<file path="src/rtl/gtns_pkg.sv">
`timescale 1ns / 1ps
package gtns_pkg;

    localparam logic CMD_WRITE = 1'b0;
    localparam logic CMD_QUERY = 1'b1;

    localparam logic [1:0] CFG_WIDTH  = 2'd0;
    localparam logic [1:0] CFG_HEIGHT = 2'd1;
    localparam logic [1:0] CFG_RADIUS = 2'd2;

    localparam logic [12:0] WIDTH_RESET  = 13'd2;
    localparam logic [12:0] HEIGHT_RESET = 13'd2;
    localparam logic [11:0] RADIUS_RESET = 12'd1;

    typedef struct packed {
        logic               cmd;
        logic        [11:0] write_address;
        logic signed [31:0] pos_x;
        logic signed [31:0] pos_y;
        logic signed [31:0] pos_z;
        logic        [11:0] query_row;
        logic        [11:0] query_column;
    } t_in;

    typedef struct packed {
        logic signed [15:0] norm_x;
        logic signed [15:0] norm_y;
        logic        [14:0] norm_z;
        logic               degenerate;
        logic               config_error;
    } t_out;

    // one classified item between front and back
    typedef struct packed {
        logic        is_query;
        logic        cfg_err;
        logic [11:0] wr_addr;
        logic [31:0] pos_x;
        logic [31:0] pos_y;
        logic [31:0] pos_z;
        logic [11:0] row;
        logic [11:0] col;
        logic [11:0] row_before;
        logic [11:0] row_after;
        logic [11:0] col_before;
        logic [11:0] col_after;
    } t_cmd;

endpackage

</file>
<file path="src/rtl/gtns_front.sv">
`timescale 1ns / 1ps
module gtns_front #(
    parameter int MAX_VERTICES = 4096
) (
    input  logic             i_clk,
    input  logic             i_rst_n,
    input  logic             i_push,
    output logic             o_full,
    input  gtns_pkg::t_in    i_item,
    input  logic             i_cfg_we,
    input  logic [1:0]       i_cfg_idx,
    input  logic [12:0]      i_cfg_data,
    output logic [12:0]      o_width,
    output logic             o_q_valid,
    input  logic             i_q_pop,
    output gtns_pkg::t_cmd   o_q_head
);
    import gtns_pkg::*;

    logic [12:0] r_width, r_height;
    logic [11:0] r_radius;
    t_cmd        r_q [2];
    logic        r_wp, r_rp;
    logic [1:0]  r_cnt;

    logic [25:0] area;
    logic        cfg_bad;
    logic [12:0] row_c, col_c, h_last, w_last;
    logic [13:0] row_up, col_up;
    t_cmd        n_cmd;
    logic        push_ok, pop_ok;

    assign area    = r_width * r_height;
    assign cfg_bad = (r_width < 13'd2) || (r_height < 13'd2) || (r_radius == 12'd0) ||
                     ({6'd0, area} > 32'(MAX_VERTICES));
    assign h_last  = r_height - 13'd1;
    assign w_last  = r_width - 13'd1;

    always_comb begin
        row_c  = ({1'b0, i_item.query_row} > h_last) ? h_last : {1'b0, i_item.query_row};
        col_c  = ({1'b0, i_item.query_column} > w_last) ? w_last : {1'b0, i_item.query_column};
        row_up = {1'b0, row_c} + {2'd0, r_radius};
        col_up = {1'b0, col_c} + {2'd0, r_radius};
        n_cmd.is_query   = (i_item.cmd == CMD_QUERY);
        n_cmd.cfg_err    = cfg_bad;
        n_cmd.wr_addr    = i_item.write_address;
        n_cmd.pos_x      = i_item.pos_x;
        n_cmd.pos_y      = i_item.pos_y;
        n_cmd.pos_z      = i_item.pos_z;
        n_cmd.row        = row_c[11:0];
        n_cmd.col        = col_c[11:0];
        n_cmd.row_before = (row_c > {1'b0, r_radius}) ? 12'(row_c - {1'b0, r_radius}) : 12'd0;
        n_cmd.row_after  = (row_up < {1'b0, h_last}) ? row_up[11:0] : h_last[11:0];
        n_cmd.col_before = (col_c > {1'b0, r_radius}) ? 12'(col_c - {1'b0, r_radius}) : 12'd0;
        n_cmd.col_after  = (col_up < {1'b0, w_last}) ? col_up[11:0] : w_last[11:0];
    end

    assign o_full    = (r_cnt == 2'd2);
    assign push_ok   = i_push && !o_full;
    assign pop_ok    = i_q_pop && (r_cnt != 2'd0);
    assign o_q_valid = (r_cnt != 2'd0);
    assign o_q_head  = r_q[r_rp];
    assign o_width   = r_width;

    always_ff @(posedge i_clk) begin
        if (!i_rst_n) begin
            r_width  <= WIDTH_RESET;
            r_height <= HEIGHT_RESET;
            r_radius <= RADIUS_RESET;
            r_wp     <= 1'b0;
            r_rp     <= 1'b0;
            r_cnt    <= 2'd0;
        end else begin
            if (i_cfg_we) begin
                case (i_cfg_idx)
                    CFG_WIDTH:  r_width  <= i_cfg_data;
                    CFG_HEIGHT: r_height <= i_cfg_data;
                    CFG_RADIUS: r_radius <= i_cfg_data[11:0];
                    default:    ;
                endcase
            end
            if (push_ok) r_wp <= !r_wp;
            if (pop_ok)  r_rp <= !r_rp;
            r_cnt <= r_cnt + {1'b0, push_ok} - {1'b0, pop_ok};
        end
    end

    always_ff @(posedge i_clk) begin
        if (push_ok) r_q[r_wp] <= n_cmd;
    end

endmodule

</file>
<file path="config.mk">
export PLATFORM = sky130hd
export DESIGN_NAME = gtns_front
export DESIGN_NICKNAME = d
export VERILOG_FILES = /design/src/rtl/gtns_pkg.sv /design/src/rtl/gtns_front.sv
export SDC_FILE = /design/constraint.sdc
export NUM_CORES = 1
export LEC_CHECK = 0
export BUFFER_PORTS_ARGS = -buffer_cell sky130_fd_sc_hd__buf_4
export CAP_MARGIN = 20
export CORE_ASPECT_RATIO = 1.75
export CORE_UTILIZATION = 49
export DETAILED_ROUTE_END_ITERATION = 12
export GPL_TIMING_DRIVEN = 0
export PLACE_DENSITY = 0.7
export SYNTH_ARGS = -nofsm -noshare
export SYNTH_HDL_FRONTEND = slang
export SYNTH_SLANG_ARGS = --single-unit
</file>
<file path="constraint.sdc">
create_clock -name i_clk -period 10 [get_ports i_clk]
set_input_delay 0.5 -clock i_clk [delete_from_list [all_inputs] [get_ports i_clk]]
set_output_delay 0.5 -clock i_clk [all_outputs]
set_load 0.1 [all_outputs]
</file>
==> summary.md <==
| Metric | Value |
|---|---|
| Clk pwr share | `19.1%` |
| Outcome | `finished, final reports clean` |
| Leak pwr | `12.41 nW` |
| CP Data Arrival Time | `9020 ps` |
| CP peak stage delay | `530 ps` |
| Number of synthesized flops with an enable pin | `approximately 360` |
| Worst Path Required | `10,310 ps` |
| Synth Instances | `2,083` |
| Drt drc | `0` |
| CTS max path bufs | `3` |
| # fillers | `about 4,000` |
| Number of vias per cell | `5.443` |
| First-pass GRT wire length | `106.5 mm` |
| Power share of the combinational group | `between 50% and 60%` |
| Clock sinks | `407` |
| Slowest cell on crit path | `mux2i_1` |
| FF-to-FF End | `r_q[1][1]` |
| Crit path launch | `o_width[0]` |
| Placer Congestion | `0.9490` |
| Worst Setup End Kind | `flop` |
| Final antenna-violating net count | `0` |
| Reg clk slew, reported paths | `70 ps` |
| Layout cells sized above 1 | `24.73%` |
| Most frequent CP cell | `ha_1` |
| Detailed Routing Iterations Pass 1 | `5` |
| Worst-path fanout max | `10` |
| Total number of vias | `17,270` |
| Clock tree from TritonCTS | `done` |
| Ys async rst share | `0%` |
| Syn nets | `2,524` |
| Post-Syn Area per Cell | `11.97 um^2` |
| Cells on worst reg2reg path | `29` |
| Die ar. | `51,840 um^2` |
| Max Freq | `114.8 MHz` |
| # Post-CTS Setup Buffers | `0` |
| Worst slew pin tran | `1027 ps` |
| Layout Nets | `2,920` |
| Max-Cap Viols | `0` |
| Initial antenna violation count | `0` |
| Setup TNS | `0 ps` |
| Max-slew violation count | `0` |
| Critical Path Sink | `r_q[1][1]` |
| Netlist Area Pre-Place | `around 25,000 um^2` |
| Cell Int Power | `0.003832 W` |
| Initial core utilization | `between 40 and 50%` |
| Synthesis-to-layout area growth | `19.28%` |
| Antenna Cells | `0` |
| Number of cell rows | `109` |
| Hold wc startpoint | `i_item[56]` |
| Final-report setup violation count | `0` |
| Yosys warning count | `0` |
| GRT Total Usage | `27.26%` |
| Yosys top cell by area | `edfxtp_1` |
| Place WS | `1359 ps` |
| Number of global-route vias before repair | `18,470` |
| Cell area power density | `244.4 nW/um^2` |
| Sw power | `0.003438 W` |
| Height of the die | `between 300 and 400 um` |
| Post-synthesis sequential area ratio | `47.28%` |
| Worst Setup Slack, final | `1287 ps` |
| Min Clock Period, post-route | `8713 ps` |
| Final hold vios | `0` |
| Main synth FF type | `edfxtp_1` |
| Die extent in x | `around 170 um` |
| Iter 0 DRT Violations | `slightly below 900` |
| Clock Skew | `roughly 25 ps` |
| Post-synthesis cell type count | `73` |
| Worst reg2reg setup slack | `1290 ps` |
| I/O pin count | `350` |
| Buffers added on ports | `approximately 350` |
| H-tree levels | `2` |
| Slew HR | `30.89%` |
| Clk root buf | `clkbuf_16` |
| Finished Layout Cells | `3,173` |
| Post-cts resize count | `0` |
| Hold-fix buffers at CTS | `0` |
| Final core utilization | `59.12%` |
| Clock Latency Late Sink | `550 ps` |
| Sw Share | `47.29%` |
| Maximum vdd drop | `0.2083 mV` |
| Grt ovf | `0` |
| Wire length per cell | `around 22 um` |
| RSZ-0062 raised after global routing | `false` |
| Routed WL | `70.13 mm` |
| Placed insts | `3,106` |
| DP Wirelength | `56.38 mm` |
| Register share of total power | `a little over 30%` |
| Largest cells by area after synthesis | `edfxtp_1 (44%), fa_1 (10%), mux2_2 (8.3%)` |
| Reg2reg start | `o_width[0]` |
| Worst hold path class | `primary input to flop` |
| Critical Path Source Type | `flop` |
| Core area | `around 50,000 um^2` |
| WHS | `approximately 140 ps` |
| Seq cells post-synth | `around 410` |
| Share of the synthesized area in the top cell type | `about 44%` |
| Largest net degree at the start of global routing | `67` |
| Critical path class | `flop to flop` |
| Final period util | `between 80% and 90%` |
| CTS Buf Count | `37` |
[power groups by stage]
stage               logic [W]  registers [W]  clock network (W)
floorplan             0.00281        0.00231                  0
global placement      0.00360        0.00234                  0
detailed placement    0.00366        0.00227                  0
CTS                   0.00368        0.00223            0.00142
global route          0.00380        0.00225            0.00147
finish                0.00366        0.00223            0.00139
[cells in the final DEF, fill, tap and decap left out, types with 5 or more instances in the layout]
master / instances
a21oi_1: 61
nor2_1: 61
inv_6: 5
clkinv_1: 7
nor2b_1: 19
o211ai_1: 13
a31oi_1: 8
inv_1: 262
xnor2_1: 45
clkbuf_1: 92
edfxtp_1: 364
o21a_1: 18
dfxtp_1: 43
nor3_1: 26
maj3_1: 5
nor4_1: 12
clkbuf_16: 37
or2_2: 6
nand2_1: 198
o21bai_1: 10
nand3_1: 20
xor2_1: 21
buf_4: 350
and3_1: 8
buf_12: 6
clkinv_2: 8
mux2_2: 183
ha_1: 163
a21boi_0: 35
mux2i_1: 52
a211oi_1: 5
and4_1: 5
nand4_1: 7
nand2b_1: 13
a21o_1: 6
o21ai_0: 25
fa_1: 125
and2_1: 89
[critical path, delay by kind of cell, from the launching register on]
kind / cells / cell delay [ps]
xor+xnor: 2 / 640
fa+ha+maj: 5 / 1650
compound gates: 7 / 1840
buf+inv: 6 / 1660
flops: 1 / 500
simple gates: 7 / 1250
mux: 2 / 930
[layout make-up]
type,instances,area [um^2],area share [%]
clock buffers,42,944.7,3.175
clock inverters,25,222.7,0.7486
repair buffers,357,2795,9.396
inverters,263,987.2,3.318
flip-flops and latches,407,11790,39.63
well taps,666,833.3,2.801
multi-input cells,1320,11800,39.68
plain buffers,93,371.6,1.249
[cells in the mapped netlist, types with 5 or more instances]
master and number:
o211ai_1 13, mux2_2 183, and4_1 5, nor2_1 62
a211oi_1 5, and2_1 89, a21oi_1 61, inv_1 262
nor3_1 26, and3_1 9, o21a_1 18, clkbuf_1 87
edfxtp_1 364, o21bai_1 10, xnor2_1 45, xor2_1 21
nand4_1 7, a21boi_0 35, a31oi_1 8, fa_1 125
dfxtp_1 43, nor4_1 12, nand2_1 198, nor2b_1 19
or2_2 6, a21o_1 6, nand2b_1 13, nand3_1 20
ha_1 163, o21ai_0 25, maj3_1 5, mux2i_1 52
[stage by stage]
step / cell area (um^2) / power (W)
after floorplan: 24940 / 0.005116
after global placement: 28390 / 0.005938
after detailed placement: 28580 / 0.005930
after CTS: 29750 / 0.007319
after global routing: 29750 / 0.007514
final: 29750 / 0.007270
[state kept, by name, indices dropped and copies added, names as in the netlist, named ones only]
name,count
r_height,13
r_radius,12
r_rp,1
o_width,13
r_wp,1
r_cnt,2
r_q,364
[how the worst min path moves through the flow]
stage	to	cells after the start
after floorplan	r_radius[10]	2
after global placement	r_rp	2
after detailed placement	r_rp	2
after CTS	r_q[0][104]	1
after global routing	r_q[0][91]	1
final	r_q[0][104]	1
[per-layer routing]
layer	share of wire [%]	track usage [%]
met1	33	26.76
met2	53	50.38
met3	5.2	4.066
met4	9.3	22.62
met5	0	0
[cells by family after synthesis]
| group | Yosys count | share of synthesized area [%] |
|---|---|---|
| adder cells (fa/ha/maj) | 293 | 18.41 |
| flip-flops | 407 | 47.28 |
| XOR/XNOR | 68 | 2.448 |
| AO/OA/AOI/OAI | 226 | 6.030 |
| AND/OR/NAND/NOR | 494 | 9.857 |
| buffers and inverters | 356 | 5.448 |
| multiplexers | 239 | 10.53 |
Power figures use the tool's default switching activity.
